## config.mk

```make
export PLATFORM = sky130hd
export DESIGN_NAME = diag_session_security_timer
export DESIGN_NICKNAME = d
export VERILOG_FILES = /design/src/rtl/dsst_pkg.sv /design/src/rtl/dsst_core.sv /design/src/rtl/diag_session_security_timer.sv
export SDC_FILE = /design/constraint.sdc
export NUM_CORES = 1
export LEC_CHECK = 0
export ABC_AREA = 0
export BUFFER_PORTS_ARGS = -buffer_cell sky130_fd_sc_hd__buf_2
export CAP_MARGIN = 10
export CORE_ASPECT_RATIO = 1.75
export CORE_MARGIN = 8
export CORE_UTILIZATION = 50
export CTS_BUF_LIST = sky130_fd_sc_hd__clkbuf_4 sky130_fd_sc_hd__clkbuf_8
export DETAILED_ROUTE_END_ITERATION = 10
export HOLD_SLACK_MARGIN = 0.03
export MAX_ROUTING_LAYER = met4
export PLACE_DENSITY = 0.76
export SLEW_MARGIN = 20
export SYNTH_ARGS = -nofsm -noshare
export SYNTH_HDL_FRONTEND = slang
export SYNTH_SLANG_ARGS = --single-unit
```

## constraint.sdc

```tcl
create_clock -name clk -period 4.65 [get_ports clk]
set_clock_uncertainty 0.15 [all_clocks]
set_input_delay 0.2325 -clock clk [delete_from_list [all_inputs] [get_ports clk]]
set_output_delay 0.2325 -clock clk [all_outputs]
set_load 0.005 [all_outputs]
```

## src/rtl/dsst_pkg.sv

```systemverilog
`timescale 1ns / 1ps
`default_nettype none
// ----------------------------------------------------------------------------
// dsst_pkg: shared types and constants of the diagnostic session keeper
// command and session codes, register indexes, reset values, word types
// ----------------------------------------------------------------------------
package dsst_pkg;

  localparam int TIMER_BITS_DEF = 16;
  localparam int CFG_WIDTH      = 16;
  localparam int CFG_ADDR_WIDTH = 2;

  // command codes
  localparam logic [2:0] CMD_TICK        = 3'd0;
  localparam logic [2:0] CMD_SET_SESSION = 3'd1;
  localparam logic [2:0] CMD_FAIL_UNLOCK = 3'd2;
  localparam logic [2:0] CMD_ECU_RESET   = 3'd3;
  localparam logic [2:0] CMD_WRITE_FLAG  = 3'd4;

  // session codes
  localparam logic [1:0] SES_STD    = 2'd0;
  localparam logic [1:0] SES_EOL    = 2'd1;
  localparam logic [1:0] SES_CODING = 2'd2;
  localparam logic [1:0] SES_PROG   = 2'd3;

  // response codes
  localparam logic RSP_OK            = 1'b0;
  localparam logic RSP_NOT_SUPPORTED = 1'b1;

  // register indexes
  localparam logic [CFG_ADDR_WIDTH-1:0] REG_SESSION_TIMEOUT = 2'd0;
  localparam logic [CFG_ADDR_WIDTH-1:0] REG_SECURITY_DELAY  = 2'd1;
  localparam logic [CFG_ADDR_WIDTH-1:0] REG_MAX_INVALID     = 2'd2;
  localparam logic [CFG_ADDR_WIDTH-1:0] REG_RESET_DELAY     = 2'd3;

  // register reset values
  localparam logic [15:0] SESSION_TIMEOUT_RST = 16'd5000;
  localparam logic [15:0] SECURITY_DELAY_RST  = 16'd1000;
  localparam logic [7:0]  MAX_INVALID_RST     = 8'd3;
  localparam logic [15:0] RESET_DELAY_RST     = 16'd10;

  typedef struct packed {
    logic [2:0] command;
    logic [1:0] requested_session;
    logic       flag_value;
  } item_t;

  typedef struct packed {
    logic       reply_code;
    logic [1:0] session;
    logic       access_delayed;
    logic       reset_request_flag;
    logic       prog_request_pending;
    logic       reset_due;
  } result_t;

endpackage
`default_nettype wire

```

## src/rtl/dsst_core.sv

```systemverilog
`timescale 1ns / 1ps
`default_nettype none
// ----------------------------------------------------------------------------
// dsst_core: session, security delay and reset countdown state
// holds the registers and state, computes one result per step
// ----------------------------------------------------------------------------
module dsst_core #(
  parameter int TIMER_BITS = dsst_pkg::TIMER_BITS_DEF
) (
  input  wire logic                                clk,
  input  wire logic                                rst_n,
  input  wire logic                                cfg_we,
  input  wire logic [dsst_pkg::CFG_ADDR_WIDTH-1:0] cfg_addr,
  input  wire logic [dsst_pkg::CFG_WIDTH-1:0]      cfg_wdata,
  input  wire logic                                step,
  input  wire dsst_pkg::item_t                     item,
  output dsst_pkg::result_t                        result
);

  logic [15:0] session_timeout_r;
  logic [15:0] security_delay_r;
  logic [7:0]  max_invalid_r;
  logic [15:0] reset_delay_r;

  logic [1:0]            session_r, session_nxt;
  logic [TIMER_BITS-1:0] session_timer_r, session_timer_nxt;
  logic [7:0]            fail_count_r, fail_count_nxt;
  logic [TIMER_BITS-1:0] delay_timer_r, delay_timer_nxt;
  logic                  delay_flag_r, delay_flag_nxt;
  logic                  reset_armed_r, reset_armed_nxt;
  logic [TIMER_BITS-1:0] reset_timer_r, reset_timer_nxt;
  logic                  reset_flag_r, reset_flag_nxt;
  logic                  prog_flag_r, prog_flag_nxt;
  logic                  rsp;
  logic                  due;

  always_comb begin
    logic [7:0] fail_inc;
    session_nxt       = session_r;
    session_timer_nxt = session_timer_r;
    fail_count_nxt    = fail_count_r;
    delay_timer_nxt   = delay_timer_r;
    delay_flag_nxt    = delay_flag_r;
    reset_armed_nxt   = reset_armed_r;
    reset_timer_nxt   = reset_timer_r;
    reset_flag_nxt    = reset_flag_r;
    prog_flag_nxt     = prog_flag_r;
    rsp               = dsst_pkg::RSP_OK;
    due               = 1'b0;
    fail_inc          = (fail_count_r < max_invalid_r) ? fail_count_r + 8'd1 : fail_count_r;
    case (item.command)
      dsst_pkg::CMD_TICK: begin
        if (delay_timer_r != '0) begin
          delay_timer_nxt = delay_timer_r - TIMER_BITS'(1);
          if (delay_timer_r == TIMER_BITS'(1)) begin
            fail_count_nxt = 8'd0;
            delay_flag_nxt = 1'b0;
          end
        end
        if (session_r != dsst_pkg::SES_STD) begin
          if (session_timer_r == '0) begin
            session_nxt       = dsst_pkg::SES_STD;
            session_timer_nxt = TIMER_BITS'(session_timeout_r);
          end else begin
            session_timer_nxt = session_timer_r - TIMER_BITS'(1);
          end
        end
        if (reset_armed_r && (reset_timer_r != '0)) begin
          reset_timer_nxt = reset_timer_r - TIMER_BITS'(1);
          due = (reset_timer_r == TIMER_BITS'(1));
        end
      end
      dsst_pkg::CMD_SET_SESSION: begin
        if (item.requested_session != dsst_pkg::SES_PROG) begin
          session_nxt = item.requested_session;
        end else if (session_r != dsst_pkg::SES_CODING) begin
          prog_flag_nxt  = 1'b1;
          reset_flag_nxt = 1'b1;
        end else begin
          rsp = dsst_pkg::RSP_NOT_SUPPORTED;
        end
      end
      dsst_pkg::CMD_FAIL_UNLOCK: begin
        fail_count_nxt = fail_inc;
        if (fail_inc >= max_invalid_r) begin
          delay_flag_nxt  = 1'b1;
          delay_timer_nxt = TIMER_BITS'(security_delay_r);
        end
      end
      dsst_pkg::CMD_ECU_RESET: begin
        reset_armed_nxt = 1'b1;
        reset_timer_nxt = TIMER_BITS'(reset_delay_r);
      end
      dsst_pkg::CMD_WRITE_FLAG: begin
        reset_flag_nxt = item.flag_value;
      end
      default: begin
      end
    endcase
  end

  // config registers
  always_ff @(posedge clk) begin
    if (!rst_n) begin
      session_timeout_r <= dsst_pkg::SESSION_TIMEOUT_RST;
      security_delay_r  <= dsst_pkg::SECURITY_DELAY_RST;
      max_invalid_r     <= dsst_pkg::MAX_INVALID_RST;
      reset_delay_r     <= dsst_pkg::RESET_DELAY_RST;
    end else if (cfg_we) begin
      case (cfg_addr)
        dsst_pkg::REG_SESSION_TIMEOUT: session_timeout_r <= cfg_wdata;
        dsst_pkg::REG_SECURITY_DELAY:  security_delay_r  <= cfg_wdata;
        dsst_pkg::REG_MAX_INVALID:     max_invalid_r     <= cfg_wdata[7:0];
        dsst_pkg::REG_RESET_DELAY:     reset_delay_r     <= cfg_wdata;
        default: begin
        end
      endcase
    end
  end

  // session state
  always_ff @(posedge clk) begin
    if (!rst_n) begin
      session_r       <= dsst_pkg::SES_STD;
      session_timer_r <= TIMER_BITS'(dsst_pkg::SESSION_TIMEOUT_RST);
      fail_count_r    <= 8'd0;
      delay_timer_r   <= TIMER_BITS'(dsst_pkg::SECURITY_DELAY_RST);
      delay_flag_r    <= 1'b0;
      reset_armed_r   <= 1'b0;
      reset_timer_r   <= '0;
      reset_flag_r    <= 1'b0;
      prog_flag_r     <= 1'b0;
    end else if (step) begin
      session_r       <= session_nxt;
      session_timer_r <= session_timer_nxt;
      fail_count_r    <= fail_count_nxt;
      delay_timer_r   <= delay_timer_nxt;
      delay_flag_r    <= delay_flag_nxt;
      reset_armed_r   <= reset_armed_nxt;
      reset_timer_r   <= reset_timer_nxt;
      reset_flag_r    <= reset_flag_nxt;
      prog_flag_r     <= prog_flag_nxt;
    end
  end

  assign result.reply_code           = rsp;
  assign result.session              = session_nxt;
  assign result.access_delayed       = delay_flag_nxt;
  assign result.reset_request_flag   = reset_flag_nxt;
  assign result.prog_request_pending = prog_flag_nxt;
  assign result.reset_due            = due;

  a_no_prog_session: assert property (@(posedge clk) disable iff (!rst_n)
    session_r != dsst_pkg::SES_PROG)
    else $error("programming session entered");

  a_due_on_tick: assert property (@(posedge clk) disable iff (!rst_n)
    step && due |-> item.command == dsst_pkg::CMD_TICK && reset_armed_r)
    else $error("reset due outside a tick");

  a_fail_limit: assert property (@(posedge clk) disable iff (!rst_n)
    step && item.command == dsst_pkg::CMD_FAIL_UNLOCK
    |=> delay_flag_r || (fail_count_r < $past(max_invalid_r)))
    else $error("fail limit reached without access delay");

endmodule
`default_nettype wire

```

## src/rtl/diag_session_security_timer.sv

```systemverilog
`timescale 1ns / 1ps
`default_nettype none
// ----------------------------------------------------------------------------
// diag_session_security_timer: diagnostic session keeper
// Words arrive on the in_ stream: a tick, a session request, a failed
// unlock, an ecu reset request or a reset flag write. Each word yields
// exactly one result word on the out_ stream with the reply code and
// the session, access delay, reset request, programming pending and
// reset due state after that word.
// A word taken on in_ is held in an input register, updated against the
// state and placed in the output register, from which its result is
// offered on out_. One word per cycle is sustained while out_tready
// stays high; the state update loop sets that rate.
// The cfg_ port writes the four registers at any edge with cfg_we high;
// writes take effect on the next word and do not reload running timers.
// Reset (rst_n low, synchronous) restores register defaults, standard
// session and cleared flags, and empties both registers.
// When out_tready is low the result holds, one more word may wait in the
// input register, and in_tready then drops until the result is taken.
// ----------------------------------------------------------------------------
module diag_session_security_timer #(
  parameter int TIMER_BITS = dsst_pkg::TIMER_BITS_DEF
) (
  input  wire logic                                clk,
  input  wire logic                                rst_n,
  input  wire logic                                cfg_we,
  input  wire logic [dsst_pkg::CFG_ADDR_WIDTH-1:0] cfg_addr,
  input  wire logic [dsst_pkg::CFG_WIDTH-1:0]      cfg_wdata,
  input  wire logic                                in_tvalid,
  output logic                                     in_tready,
  // command[2:0], requested_session[4:3], flag_value[5], zero[7:6]
  input  wire logic [7:0]                          in_tdata,
  output logic                                     out_tvalid,
  input  wire logic                                out_tready,
  // reply_code[0], session[2:1], access_delayed[3],
  // reset_request_flag[4], prog_request_pending[5], reset_due[6], zero[7]
  output logic [7:0]                               out_tdata
);

  logic              in_valid_r;
  dsst_pkg::item_t   in_item_r;
  logic              out_valid_r;
  dsst_pkg::result_t out_res_r;
  dsst_pkg::result_t res;
  logic              advance;

  assign advance   = in_valid_r && (!out_valid_r || out_tready);
  assign in_tready = !in_valid_r || advance;

  always_ff @(posedge clk) begin
    if (!rst_n) begin
      in_valid_r  <= 1'b0;
      out_valid_r <= 1'b0;
    end else begin
      if (in_tready) begin
        in_valid_r <= in_tvalid;
      end
      if (advance) begin
        out_valid_r <= 1'b1;
      end else if (out_tready) begin
        out_valid_r <= 1'b0;
      end
    end
  end

  always_ff @(posedge clk) begin
    if (in_tready && in_tvalid) begin
      in_item_r.command           <= in_tdata[2:0];
      in_item_r.requested_session <= in_tdata[4:3];
      in_item_r.flag_value        <= in_tdata[5];
    end
    if (advance) begin
      out_res_r <= res;
    end
  end

  dsst_core #(
    .TIMER_BITS(TIMER_BITS)
  ) u_core (
    .clk       (clk),
    .rst_n     (rst_n),
    .cfg_we    (cfg_we),
    .cfg_addr  (cfg_addr),
    .cfg_wdata (cfg_wdata),
    .step      (advance),
    .item      (in_item_r),
    .result    (res)
  );

  assign out_tvalid = out_valid_r;
  assign out_tdata  = {1'b0, out_res_r.reset_due, out_res_r.prog_request_pending,
                       out_res_r.reset_request_flag, out_res_r.access_delayed,
                       out_res_r.session, out_res_r.reply_code};

endmodule
`default_nettype wire
```

==> summary.txt <==
Die
  • Initial Util: 0.506
  • Die area: 0.0175 mm²
  • Top Ports: 41
  • Chip Height: 169 µm
  • Core area: 0.0132 mm²
  • # rows: 56
  • Die X: 104 µm

GRT
  • Overflow after GRT: 0
  • GR Util All Layers: 0.208
  • Initial antenna violation count: 0
  • Largest net degree at the start of global routing: 75
  • First-pass GRT wire length: 29,000 µm
  • Number of global-route vias before repair: 6,116

Timing
  • Setup TNS: 0 ps
  • Final setup viols: 0
  • Fmax: 0.248 GHz
  • Slew @ Worst Pin: 1050 ps
  • Final Hold Vio Count: 0
  • RSZ-0062 raised after global routing: no
  • Hold slack: 147 ps
  • Final worst path period need: 4030 ps
  • Final period util: 0.867
  • Max-slew headroom: 0.294
  • Pins Over Slew Limit: 0

Drt
  • Initial DRT Pass Iterations: 5
  • Via Count: 6,335
  • Antenna Nets Post-Route: 0
  • Via density: 5.92
  • Initial DRC Count: 460
  • Drt total wl: 17,800 µm
  • Drt wl/cell: 16.7 µm
  • Residual DRC: 0

Worst setup path
  • WP data arrival: 4230 ps
  • Crit. End Element: register
  • Crit-path max FO: 21
  • Reg-to-Reg Start: u_core.max_invalid_r[1]
  • CP Launch Point: u_core.max_invalid_r[1]
  • R2r worst-path depth: 14
  • Worst reg2reg path endpoint: u_core.delay_timer_r[10]
  • Reg2reg setup slack: 620 ps
  • WP data required: 4850 ps
  • Critical Path Source Type: register
  • Critical path type: reg2reg

Synthesis
  • Top cell type's share of synthesized area: 0.359
  • Synth Area in Compound Gates: 0.215
  • XOR/XNOR Fraction of Synth Area: 0.0131
  • Simple-gate share of the synthesized area: 0.264
  • Post-synthesis sequential area ratio: 0.417
  • Synth Net Count: 896
  • Post-synth cell types: 72
  • Adder-cell share of the synthesized area: 0.0392
  • Synth Area per Inst: 7.94 µm²
  • Largest family of logic cells by synthesized area: simple AND/OR/NAND/NOR gates
  • Post-synth EDFFs: 13
  • Synth area leader: dfxtp_1
  • Most numerous cell in the Yosys netlist: nand2_1
  • Most common library cells after synthesis: 187 x nand2_1, 120 x dfxtp_1, 75 x a21oi_1
  • Post-synth design cell area: 0.00670 mm²
  • Dominant synthesized flop cell: dfxtp_1
  • Leading post-synthesis cells by cell area: dfxtp_1 36%, nand2_1 10%, edfxtp_1 5.8%
  • Synthesized instance count: 844
  • Syn. warnings: 0
  • Mux cell area share after synthesis: 0.00915
  • Async SR Flop Fraction: 0
  • Synth Register Bits: 133

Power and ir drop
  • Peak VDD IR: 0.312 mV
  • Pwr per Cell Area: 325 mW/mm²
  • Leakage: 2.99 nW

Placed design
  • GP Congestion: 0.855
  • Post-DP Area: 0.00699 mm²
  • IO buf count: 37
  • HPWL Detailed: 11,900 µm

Worst hold path
  • Hold Path Depth: 4
  • WHS Endpoint: u_core.max_invalid_r[4]
  • Hold path startpoint: cfg_addr[0]
  • Hold crit path type: in2reg

Cells and area
  • Register area: 0.00279 mm²
  • Area of the multi-input gates: 0.00363 mm²
  • Diode count: 0
  • Layout Nets: 936
  • Post-layout instance area: 0.00767 mm²
  • Area Overhead vs Synth: 14.5%
  • Layout cells sized above 1: 0.118
  • FILL cells: 1,165

Clock tree
  • Clk_lat worst skew: 450 ps
  • Max H-tree Level: 4
  • Clk slew on worst S/H paths: 80 ps
  • Root Buffer: clkbuf_8
  • Bufs on Longest Clock Path: 2
  • CTS tree: done
  • Post-CTS setup buffers: 0
  • Num Clock Sinks: 133
  • Number of CTS-inserted buffers: 17

Job
  • Number of max-cap violations: 0

Outcome
  • Outcome: finished clean
[worst max path at each step]
stage                               end  slack [ps]  cells past startpoint
2_1_floorplan   u_core.delay_timer_r[2]         830                     16
5_1_grt        u_core.delay_timer_r[10]         380                     15
6_report       u_core.delay_timer_r[10]         620                     14
3_3_place_gp   u_core.delay_timer_r[10]         670                     14
4_1_cts        u_core.delay_timer_r[10]         600                     14
3_5_place_dp   u_core.delay_timer_r[10]         620                     13
[layout make-up]
cell class,instances,area share
sequential,133,0.364
tap,174,0.0284
clock buffer,19,0.0333
timing repair buffer,74,0.0685
clock inverter,12,0.0232
inverter,20,0.00978
multi-input combinational,638,0.473
[cells in the final DEF (no fill, tap or decap), types with 19 or more instances in the layout]
cell type,netlist,final
buf_2,3,37
nor2_1,59,59
ha_1,21,21
a21oi_1,75,75
nand2_1,187,187
nand3_1,34,34
dfxtp_1,120,120
o21ai_0,38,37
nor3_1,19,19
dlygate4sd3_1,0,25
[metal layers]
metal	up-vias	wire length, µm	global-route usage
li1	3088	-	-
met5	-	0	-
met2	203	9290	0.367
met4	0	705	0.114
met1	3000	6920	0.215
met3	44	900	0.0381
[worst max-delay path, stage by stage, from the launching register on]
cell	delay (ps)
dfxtp_1	310
inv_1	60
ha_1	270
a21o_1	150
a211o_1	290
a21oi_1	430
buf_4	300
mux2_2	350
ha_1	260
a2111oi_0	360
o31a_1	280
o21ai_1	120
buf_4	210
and3_1	180
a31o_2	200
[metrics by stage]
stage / cells / worst slack [ps] / power (W) / utilization
6_report: 1070 / 620 / 0.00250 / 0.579
5_1_grt: 1070 / 384 / 0.00258 / 0.579
4_1_cts: 1070 / 604 / 0.00250 / 0.579
3_5_place_dp: 1014 / 618 / 0.00143 / 0.528
3_3_place_gp: 1014 / 671 / 0.00143 / 0.528
2_1_floorplan: 844 / 829 / 0.00136 / -
[cell families (layout without fill, tap and decap cells)]
kind of cell               after synthesis  count (layout)
buffers and inverters                   73             125
and+or+nand+nor                        381             381
adders and majority gates               21              21
DFF                                    133             133
muxes                                    6               6
other                                    1               1
AOI/OAI and AO/OA                      219             219
xor gates and xnor gates                10              10
[registers in the layout, indices dropped and copies added (netlist names), 7 cells and up]
name,cells
u_core.session_timer_r,16
u_core.reset_timer_r,16
out_tdata,7
u_core.delay_timer_r,16
u_core.fail_count_r,8
u_core.session_timeout_r,16
u_core.reset_delay_r,16
u_core.max_invalid_r,8
u_core.security_delay_r,16
[power by group]
group	switching [W]	leakage (nW)	internal, W
logic	0.000131	1.67	0.0000813
clock network	0.000468	0.216	0.000603
registers	0.0000254	1.10	0.00119
total	0.000625	2.99	0.00187
[what timing repair did]
item	CTS	global route
setup endpoints to repair	0	0
hold buffers	25	0
endpoints found under the hold margin	64	0
resized for setup	0	0
Power figures use the tool's default switching activity.
